### config.mk
export PLATFORM = sky130hd
export DESIGN_NAME = isp_response_matcher
export DESIGN_NICKNAME = d
export VERILOG_FILES = /design/src/hdl/irm_pkg.sv /design/src/hdl/isp_response_matcher.sv
export SDC_FILE = /design/constraint.sdc
export NUM_CORES = 1
export LEC_CHECK = 0
export BUFFER_PORTS_ARGS = -buffer_cell sky130_fd_sc_hd__buf_4
export CORE_MARGIN = 2
export CORE_UTILIZATION = 56
export CTS_CLUSTER_SIZE = 25
export DETAILED_ROUTE_END_ITERATION = 10
export GPL_TIMING_DRIVEN = 1
export PLACE_DENSITY = 0.83
export RECOVER_POWER = 50
export SLEW_MARGIN = 40
export SYNTH_ARGS = -nofsm -noshare
export SYNTH_HDL_FRONTEND = slang
export SYNTH_SLANG_ARGS = --single-unit
### constraint.sdc
create_clock -name clock -period 4.5 [get_ports clock]
set_clock_uncertainty 0.2 [all_clocks]
set_input_delay 0.675 -clock clock [delete_from_list [all_inputs] [get_ports clock]]
set_output_delay 0.675 -clock clock [all_outputs]
set_load 0.01 [all_outputs]
### src/hdl/irm_pkg.sv
package irm_pkg;

   localparam int ECHO_DEPTH_DEFAULT    = 64;
   localparam int CAPTURE_DEPTH_DEFAULT = 16;

   localparam int POSITION_WIDTH = 7;
   localparam int COUNT_WIDTH    = 5;

   typedef enum logic [1:0] {
      ACTION_RECEIVE = 2'd0,
      ACTION_ARM     = 2'd1,
      ACTION_LOAD    = 2'd2,
      ACTION_READ    = 2'd3
   } action_type;

   typedef enum logic [2:0] {
      MODE_IDLE     = 3'd0,
      MODE_SYNC     = 3'd1,
      MODE_OK       = 3'd2,
      MODE_ECHO_SEQ = 3'd3,
      MODE_ECHO_CMD = 3'd4,
      MODE_ECHO_SUM = 3'd5,
      MODE_CAPTURE  = 3'd6
   } mode_type;

   localparam logic [7:0] CHAR_LF = 8'h0A;
   localparam logic [7:0] CHAR_CR = 8'h0D;

   localparam logic [3:0] SYNC_LAST = 4'd11;
   localparam logic [7:0] OK_FIRST  = 8'h4F;
   localparam logic [7:0] OK_SECOND = 8'h4B;

   typedef struct packed {
      mode_type                    wait_mode;
      logic [POSITION_WIDTH-1:0]   match_position;
      logic [COUNT_WIDTH-1:0]      capture_count;
      logic                        completed;
      logic [7:0]                  read_data;
   } result_type;

   function automatic logic [7:0] sync_char(input logic [3:0] pos);
      logic [7:0] ch;
      unique case (pos)
         4'd0:    ch = 8'h53;
         4'd1:    ch = 8'h79;
         4'd2:    ch = 8'h6E;
         4'd3:    ch = 8'h63;
         4'd4:    ch = 8'h68;
         4'd5:    ch = 8'h72;
         4'd6:    ch = 8'h6F;
         4'd7:    ch = 8'h6E;
         4'd8:    ch = 8'h69;
         4'd9:    ch = 8'h7A;
         4'd10:   ch = 8'h65;
         4'd11:   ch = 8'h64;
         default: ch = 8'h00;
      endcase
      return ch;
   endfunction

   function automatic logic is_echo(input mode_type m);
      return (m == MODE_ECHO_SEQ) || (m == MODE_ECHO_CMD) || (m == MODE_ECHO_SUM);
   endfunction

endpackage

### src/hdl/isp_response_matcher.sv
// Channel | Direction | Fields
// req     | in        | action, data_byte, new_mode, load_first, read_index
// rsp     | out       | wait_mode, match_position, capture_count, completed, read_data
//
// One transaction per cycle sustained while rsp_ready is high; each result passes the
// pending stage and then the output stage (state update and memory reads in the accept
// cycle, result assembled from registered read data as it moves to the output stage).
// The echo memory read data always holds the entry at the current echo position,
// kept valid by reading the next position every cycle with write forwarding.
// Reset is synchronous and clears mode (to sync), positions, lengths, counts and the stage valid flags only.
// A waiting result does not block one further transaction; req_ready falls only when
// both pipeline stages are full and rsp_ready is low.
module isp_response_matcher #(
   parameter int ECHO_DEPTH    = irm_pkg::ECHO_DEPTH_DEFAULT,
   parameter int CAPTURE_DEPTH = irm_pkg::CAPTURE_DEPTH_DEFAULT
) (
   input  logic                                  clock,
   input  logic                                  reset,
   input  logic                                  req_valid,
   output logic                                  req_ready,
   input  logic [1:0]                            req_action,
   input  logic [7:0]                            req_data_byte,
   input  logic [2:0]                            req_new_mode,
   input  logic                                  req_load_first,
   input  logic [3:0]                            req_read_index,
   output logic                                  rsp_valid,
   input  logic                                  rsp_ready,
   output logic [2:0]                            rsp_wait_mode,
   output logic [irm_pkg::POSITION_WIDTH-1:0]    rsp_match_position,
   output logic [irm_pkg::COUNT_WIDTH-1:0]       rsp_capture_count,
   output logic                                  rsp_completed,
   output logic [7:0]                            rsp_read_data
);
   import irm_pkg::*;

   localparam int EAW = $clog2(ECHO_DEPTH);
   localparam int EPW = $clog2(ECHO_DEPTH + 1);
   localparam int CAW = (CAPTURE_DEPTH > 1) ? $clog2(CAPTURE_DEPTH) : 1;
   localparam int CPW = $clog2(CAPTURE_DEPTH + 1);
   localparam int CMW = CPW + 4;

   logic [7:0] echo_mem [ECHO_DEPTH];
   logic [7:0] cap_mem  [CAPTURE_DEPTH];

   mode_type          mode_ff, mode_in;
   logic [3:0]        sync_pos_ff, sync_pos_in;
   logic              ok_pos_ff, ok_pos_in;
   logic [EAW-1:0]    echo_pos_ff, echo_pos_in;
   logic [EPW-1:0]    echo_len_ff, echo_len_in;
   logic [CPW-1:0]    cap_cnt_ff, cap_cnt_in;
   logic [7:0]        echo_rd_ff;
   logic [7:0]        cap_rd_ff;

   logic              p_valid_ff, p_valid_in;
   result_type        p_res_ff, p_res_in;
   logic              p_read_ok_ff, p_read_ok_in;
   logic              out_valid_ff, out_valid_in;
   result_type        out_res_ff, out_res_in;

   logic              accept, out_take, p_move;
   action_type        action;
   logic              is_text;
   logic              sync_hit, ok_hit, echo_hit;
   logic [EPW-1:0]    echo_next;
   logic              done;
   logic              echo_we;
   logic [EAW-1:0]    echo_wa;
   logic              cap_we;
   logic [CAW-1:0]    cap_wa, cap_ra;

   assign out_take  = !out_valid_ff || rsp_ready;
   assign p_move    = p_valid_ff && out_take;
   assign req_ready = !p_valid_ff || out_take;
   assign accept    = req_valid && req_ready;
   assign action    = action_type'(req_action);
   assign is_text   = (req_data_byte != CHAR_LF) && (req_data_byte != CHAR_CR);

   assign sync_hit  = (sync_char(sync_pos_ff) == req_data_byte);
   assign ok_hit    = ((ok_pos_ff ? OK_SECOND : OK_FIRST) == req_data_byte);
   assign echo_hit  = (EPW'(echo_pos_ff) < echo_len_ff) && (echo_rd_ff == req_data_byte);
   assign echo_next = echo_hit ? (EPW'(echo_pos_ff) + EPW'(1)) : '0;
   assign cap_ra    = CAW'(req_read_index);

   // next mode
   always_comb begin
      mode_in = mode_ff;
      if (accept) begin
         unique case (action)
            ACTION_RECEIVE: begin
               if (is_text) begin
                  unique case (mode_ff)
                     MODE_SYNC: begin
                        if (sync_hit && sync_pos_ff == SYNC_LAST) mode_in = MODE_IDLE;
                     end
                     MODE_OK: begin
                        if (ok_hit && ok_pos_ff) mode_in = MODE_IDLE;
                     end
                     MODE_ECHO_SEQ: begin
                        if (echo_next == echo_len_ff) mode_in = MODE_IDLE;
                     end
                     MODE_ECHO_CMD: begin
                        if (echo_next == echo_len_ff) mode_in = MODE_CAPTURE;
                     end
                     MODE_ECHO_SUM: begin
                        if (echo_next == echo_len_ff) mode_in = MODE_OK;
                     end
                     default: mode_in = mode_ff;
                  endcase
               end
            end
            ACTION_ARM: begin
               if (req_new_mode <= 3'(MODE_CAPTURE)) mode_in = mode_type'(req_new_mode);
            end
            default: mode_in = mode_ff;
         endcase
      end
   end

   // datapath and memory controls
   always_comb begin
      sync_pos_in  = sync_pos_ff;
      ok_pos_in    = ok_pos_ff;
      echo_pos_in  = echo_pos_ff;
      echo_len_in  = echo_len_ff;
      cap_cnt_in   = cap_cnt_ff;
      done         = 1'b0;
      echo_we      = 1'b0;
      echo_wa      = '0;
      cap_we       = 1'b0;
      cap_wa       = cap_cnt_ff[CAW-1:0];
      p_read_ok_in = 1'b0;
      if (accept) begin
         unique case (action)
            ACTION_RECEIVE: begin
               if (is_text) begin
                  case (mode_ff)
                     MODE_SYNC: begin
                        if (sync_hit && sync_pos_ff == SYNC_LAST) begin
                           sync_pos_in = '0;
                           done        = 1'b1;
                        end else if (sync_hit) begin
                           sync_pos_in = sync_pos_ff + 4'd1;
                        end else begin
                           sync_pos_in = '0;
                        end
                     end
                     MODE_OK: begin
                        done      = ok_hit && ok_pos_ff;
                        ok_pos_in = ok_hit && !ok_pos_ff;
                     end
                     MODE_ECHO_SEQ, MODE_ECHO_CMD, MODE_ECHO_SUM: begin
                        if (echo_next == echo_len_ff) begin
                           echo_pos_in = '0;
                           done        = 1'b1;
                        end else begin
                           echo_pos_in = echo_next[EAW-1:0];
                        end
                     end
                     MODE_CAPTURE: begin
                        if (cap_cnt_ff < CPW'(CAPTURE_DEPTH)) begin
                           cap_we     = 1'b1;
                           cap_cnt_in = cap_cnt_ff + CPW'(1);
                        end
                     end
                     default: done = 1'b0;
                  endcase
               end
            end
            ACTION_ARM: begin
               if (req_new_mode <= 3'(MODE_CAPTURE)) begin
                  if (is_echo(mode_type'(req_new_mode))) echo_pos_in = '0;
                  if (req_new_mode == 3'(MODE_ECHO_CMD)) cap_cnt_in = '0;
               end
            end
            ACTION_LOAD: begin
               if (req_load_first) begin
                  echo_we     = 1'b1;
                  echo_wa     = '0;
                  echo_len_in = EPW'(1);
                  echo_pos_in = '0;
               end else if (echo_len_ff < EPW'(ECHO_DEPTH)) begin
                  echo_we     = 1'b1;
                  echo_wa     = echo_len_ff[EAW-1:0];
                  echo_len_in = echo_len_ff + EPW'(1);
               end
            end
            ACTION_READ: begin
               p_read_ok_in = CMW'(req_read_index) < CMW'(cap_cnt_ff);
            end
            default: done = 1'b0;
         endcase
      end
   end

   always_comb begin
      p_res_in                = '0;
      p_res_in.wait_mode      = mode_in;
      p_res_in.capture_count  = COUNT_WIDTH'(cap_cnt_in);
      p_res_in.completed      = done;
      if (mode_in == MODE_SYNC) begin
         p_res_in.match_position = POSITION_WIDTH'(sync_pos_in);
      end else if (mode_in == MODE_OK) begin
         p_res_in.match_position = POSITION_WIDTH'(ok_pos_in);
      end else if (is_echo(mode_in)) begin
         p_res_in.match_position = POSITION_WIDTH'(echo_pos_in);
      end

      p_valid_in = accept ? 1'b1 : (p_move ? 1'b0 : p_valid_ff);

      out_valid_in = p_move ? 1'b1 : (rsp_ready ? 1'b0 : out_valid_ff);
      out_res_in   = out_res_ff;
      if (p_move) begin
         out_res_in           = p_res_ff;
         out_res_in.read_data = p_read_ok_ff ? cap_rd_ff : 8'h00;
      end
   end

   always_ff @(posedge clock) begin
      if (reset) begin
         mode_ff      <= MODE_SYNC;
         sync_pos_ff  <= '0;
         ok_pos_ff    <= 1'b0;
         echo_pos_ff  <= '0;
         echo_len_ff  <= '0;
         cap_cnt_ff   <= '0;
         p_valid_ff   <= 1'b0;
         out_valid_ff <= 1'b0;
      end else begin
         mode_ff      <= mode_in;
         sync_pos_ff  <= sync_pos_in;
         ok_pos_ff    <= ok_pos_in;
         echo_pos_ff  <= echo_pos_in;
         echo_len_ff  <= echo_len_in;
         cap_cnt_ff   <= cap_cnt_in;
         p_valid_ff   <= p_valid_in;
         out_valid_ff <= out_valid_in;
      end
   end

   always_ff @(posedge clock) begin
      if (accept) begin
         p_res_ff     <= p_res_in;
         p_read_ok_ff <= p_read_ok_in;
      end
      out_res_ff <= out_res_in;
   end

   // hold the entry at the next echo position, forwarding a same-cycle write
   always_ff @(posedge clock) begin
      if (echo_we) begin
         echo_mem[echo_wa] <= req_data_byte;
      end
      if (echo_we && echo_wa == echo_pos_in) begin
         echo_rd_ff <= req_data_byte;
      end else begin
         echo_rd_ff <= echo_mem[echo_pos_in];
      end
   end

   always_ff @(posedge clock) begin
      if (cap_we) begin
         cap_mem[cap_wa] <= req_data_byte;
      end
      if (accept) begin
         cap_rd_ff <= cap_mem[cap_ra];
      end
   end

   assign rsp_valid          = out_valid_ff;
   assign rsp_wait_mode      = out_res_ff.wait_mode;
   assign rsp_match_position = out_res_ff.match_position;
   assign rsp_capture_count  = out_res_ff.capture_count;
   assign rsp_completed      = out_res_ff.completed;
   assign rsp_read_data      = out_res_ff.read_data;

   a_cap_bound: assert property (@(posedge clock) disable iff (reset)
      cap_cnt_ff <= CPW'(CAPTURE_DEPTH))
      else $error("capture count exceeds store depth");

   a_echo_pos: assert property (@(posedge clock) disable iff (reset)
      (echo_len_ff == '0 && echo_pos_ff == '0) || (EPW'(echo_pos_ff) < echo_len_ff))
      else $error("echo position outside expected string");

   a_done_mode: assert property (@(posedge clock) disable iff (reset)
      (accept && done) |=> (mode_ff == MODE_IDLE || mode_ff == MODE_CAPTURE
                            || mode_ff == MODE_OK))
      else $error("completed match left mode in a matching state");

   a_pend_hold: assert property (@(posedge clock) disable iff (reset)
      (p_valid_ff && !p_move) |=> (p_valid_ff && $stable(p_res_ff)))
      else $error("pending result lost while stalled");

   a_read_zero: assert property (@(posedge clock) disable iff (reset)
      (accept && action != ACTION_READ) |=> !p_read_ok_ff)
      else $error("read data enabled for a non-read transaction");

endmodule
==> results.json <==
{
  "status": "finished with violations",
  "violations": "max-capacitance violations, max-slew violations, negative setup slack",
  "required_ps": 4770,
  "ys_seq_area_frac": 0.725,
  "synth_top_area_cell": "edfxtp_1",
  "row_count": 84,
  "syn_area_per_cell_um2": 18.3,
  "worstPathCellList": "buf_12, buf_4, mux4_2, and2_0, a2111oi_1, a31oi_1, o311ai_1, xor2_1, nand4_1, buf_4, or3_4, a211o_1, a311o_2, o21ai_2, a22oi_1, o21ai_1",
  "worst-path-buf-inv": 3,
  "port_buffers": 46,
  "ir_drop_mv": 0.333,
  "syn-cell-area_um2": 29600,
  "grt_max_degree": 72,
  "cap_violations": 7,
  "cts_htree_levels": 3,
  "leakagePower_nw": 11.1,
  "syn_nets": 1655,
  "drt-total-wl_mm": 75.0,
  "dieArea_um2": 54700,
  "cts_tree": "done",
  "end_kind": "flop",
  "rsz0062_at_grt": "yes",
  "clockRootBuffer": "clkbuf_16",
  "clock_latency_ps": 640,
  "dr_total_vias": 17000,
  "cpPeakStageDelay_ps": 500,
  "maxSlewViolCount": 330,
  "ios": 48,
  "total_power_mw": 13.9,
  "grt_pass1_vias": 17000,
  "cp-start-kind": "flop",
  "slew_headroom": -0.839,
  "antennaDiodeCount": 0,
  "ys_ff_latch": 728,
  "cts_hold_buf": 0,
  "nFillCells": 3193,
  "drtPass1Iterations": 8,
  "mostFrequentLayoutCells": "edfxtp_1, buf_4, mux4_2",
  "gp_congestion": 0.958,
  "synth_top_area_frac": 0.697,
  "syn_inst": 1613,
  "cp.arrival_ps": 5100,
  "cp_common_cell": "buf_4",
  "critPathMaxFanout": 6,
  "core_area_um2": 52400,
  "cts.sinks": 728,
  "hold_slack_ps": 82.3,
  "drt_iter0_drc": 2384,
  "period_needed_ps": 4830,
  "synth_edf_count": 687,
  "synth_area_leaders": "edfxtp_1, mux4_2, dfxtp_1",
  "antenna_found_initial": 2,
  "hold_viol": 0,
  "area_growth_syn_to_layout_pct": 16.5,
  "fmax_mhz": 207,
  "tightest_slew_ps": 2760,
  "reg2reg_to": "p_res_ff[17]",
  "wl_per_cell_um": 29.0,
  "p_per_area_nw_per_um2": 402,
  "synth_cell_types": 80,
  "yosys_most_used_dff": "edfxtp_1",
  "mostFrequentLayoutCell": "edfxtp_1",
  "min_from": "req_valid",
  "crit_type": "reg2reg",
  "cp_slowest_cell": "a2111oi_1",
  "die_height_um": 234,
  "final_util": 0.657,
  "grt_pass1_wl_mm": 111,
  "min_path_type": "in2reg",
  "drtAntennaViolNets": 0,
  "synth_warnings": 0,
  "cts_buffers": 72,
  "async_reset_ff_frac": 0,
  "dp_hpwl_mm": 45.7,
  "fin_crit_sh": 1.07,
  "layout.nets": 1879,
  "die_w_um": 234,
  "clk_pin_slew_ps": 70,
  "start_util": 0.564,
  "hold_depth": 3,
  "via_per_inst": 6.58,
  "reg2reg_setup_slack_ps": -330,
  "clockBufferDepth": 3,
  "grtUsageTotal": 0.280,
  "setup_violations": 21,
  "fin_ws_ps": -333,
  "hold-path-endpoint": "p_valid_ff",
  "reg2regPathDepth": 16,
  "cp_top_family": "compound AO/OA/AOI/OAI gates",
  "drive_above_1_share": 0.276,
  "route.detailed.drc": 0,
  "grt_remaining_overflow": 0
}
-- metal layers --
metal | global-route usage | part of all wire | wire (um)
met5 | 0 | 0 | 0
met4 | 0.139 | 0.053 | 3990
met3 | 0.0501 | 0.11 | 8350
met2 | 0.440 | 0.47 | 35500
met1 | 0.384 | 0.36 | 27100
-- flip-flops by register name, indices dropped and copies added (netlist names), named ones only --
register and flops:
cap_cnt_ff 5, cap_mem 128, cap_rd_ff 8, echo_len_ff 7, echo_mem 512, echo_pos_ff 6
mode_ff 3, ok_pos_ff 1, p_read_ok_ff 1, p_res_ff 15, p_valid_ff 1, rsp_capture_count 5
rsp_completed 1, rsp_match_position 6, rsp_read_data 8, rsp_valid 1, rsp_wait_mode 3, sync_pos_ff 4
-- tightest hold or removal path, stage by stage --
cell     delay [ps]
buf_4           100
a21oi_1          40
nor2_1           70
-- kinds of logic after synthesis --
group,after synthesis,share of synthesized area
other,1,0.000127
multiplexers,224,0.142
adder cells (fa/ha/maj),20,0.00846
buffers and inverters,105,0.0191
XOR/XNOR,33,0.00977
flip-flops,728,0.725
AND/OR/NAND/NOR,344,0.0578
AO/OA/AOI/OAI,158,0.0384
-- repair_timing --
item / in CTS / in global routing
buffers inserted: 7 / 10
gates resized for setup: 13 / 20
setup endpoints to repair: 22 / 22
pin swaps: 1 / 4
gates cloned: 1 / 1
-- where the power goes --
| part | internal (mW) | switching [mW] | leakage (nW) | total, mW |
|---|---|---|---|---|
| Clock | 3.45 | 2.61 | 1.16 | 6.06 |
| Combinational | 0.103 | 0.236 | 3.40 | 0.339 |
| Sequential | 7.44 | 0.0142 | 6.54 | 7.45 |
| Total | 11.0 | 2.86 | 11.1 | 13.9 |
-- worst max-delay path by stage --
stage | cells after the start | end | slack, ps | start
2_1_floorplan | 18 | p_res_ff[18] | 260 | flop
3_3_place_gp | 16 | p_res_ff[15] | -90 | flop
3_5_place_dp | 15 | p_res_ff[15] | -190 | flop
4_1_cts | 16 | p_res_ff[19] | -50 | flop
5_1_grt | 16 | p_res_ff[15] | -370 | flop
6_report | 16 | p_res_ff[17] | -330 | flop
-- synthesized netlist by cell type, types with 16 or more instances --
| library cell | count |
|---|---|
| o22ai_1 | 17 |
| clkbuf_1 | 26 |
| nand3_1 | 25 |
| buf_4 | 16 |
| buf_2 | 19 |
| nor2_1 | 115 |
| nor2b_1 | 25 |
| dfxtp_1 | 41 |
| mux4_2 | 148 |
| mux2i_1 | 61 |
| o21ai_0 | 23 |
| xor2_1 | 19 |
| edfxtp_1 | 687 |
| inv_1 | 25 |
| a21oi_1 | 24 |
| and2_1 | 29 |
| nand2_1 | 61 |
| ha_1 | 20 |
-- per-stage QoR --
stage / area, um^2 / instances / setup TNS, ps / setup WS (ps)
2_1_floorplan: 29600 / 1613 / 0 / 256
3_3_place_gp: 31800 / 2433 / -250 / -94.0
3_5_place_dp: 31800 / 2433 / -696 / -188
4_1_cts: 34400 / 2574 / -180 / -53.9
5_1_grt: 34500 / 2585 / -4290 / -366
6_report: 34500 / 2585 / -3680 / -333
-- final cells by class --
class	instances	area (um^2)	area share
sequential	728	21500	0.623
clock inverter	50	484	0.0140
tap	688	861	0.0250
timing repair buffer	229	1960	0.0568
inverter	26	97.6	0.00283
clock buffer	84	1890	0.0548
multi-input combinational	780	7720	0.224
No activity file was read; power rests on OpenSTA's default activity.
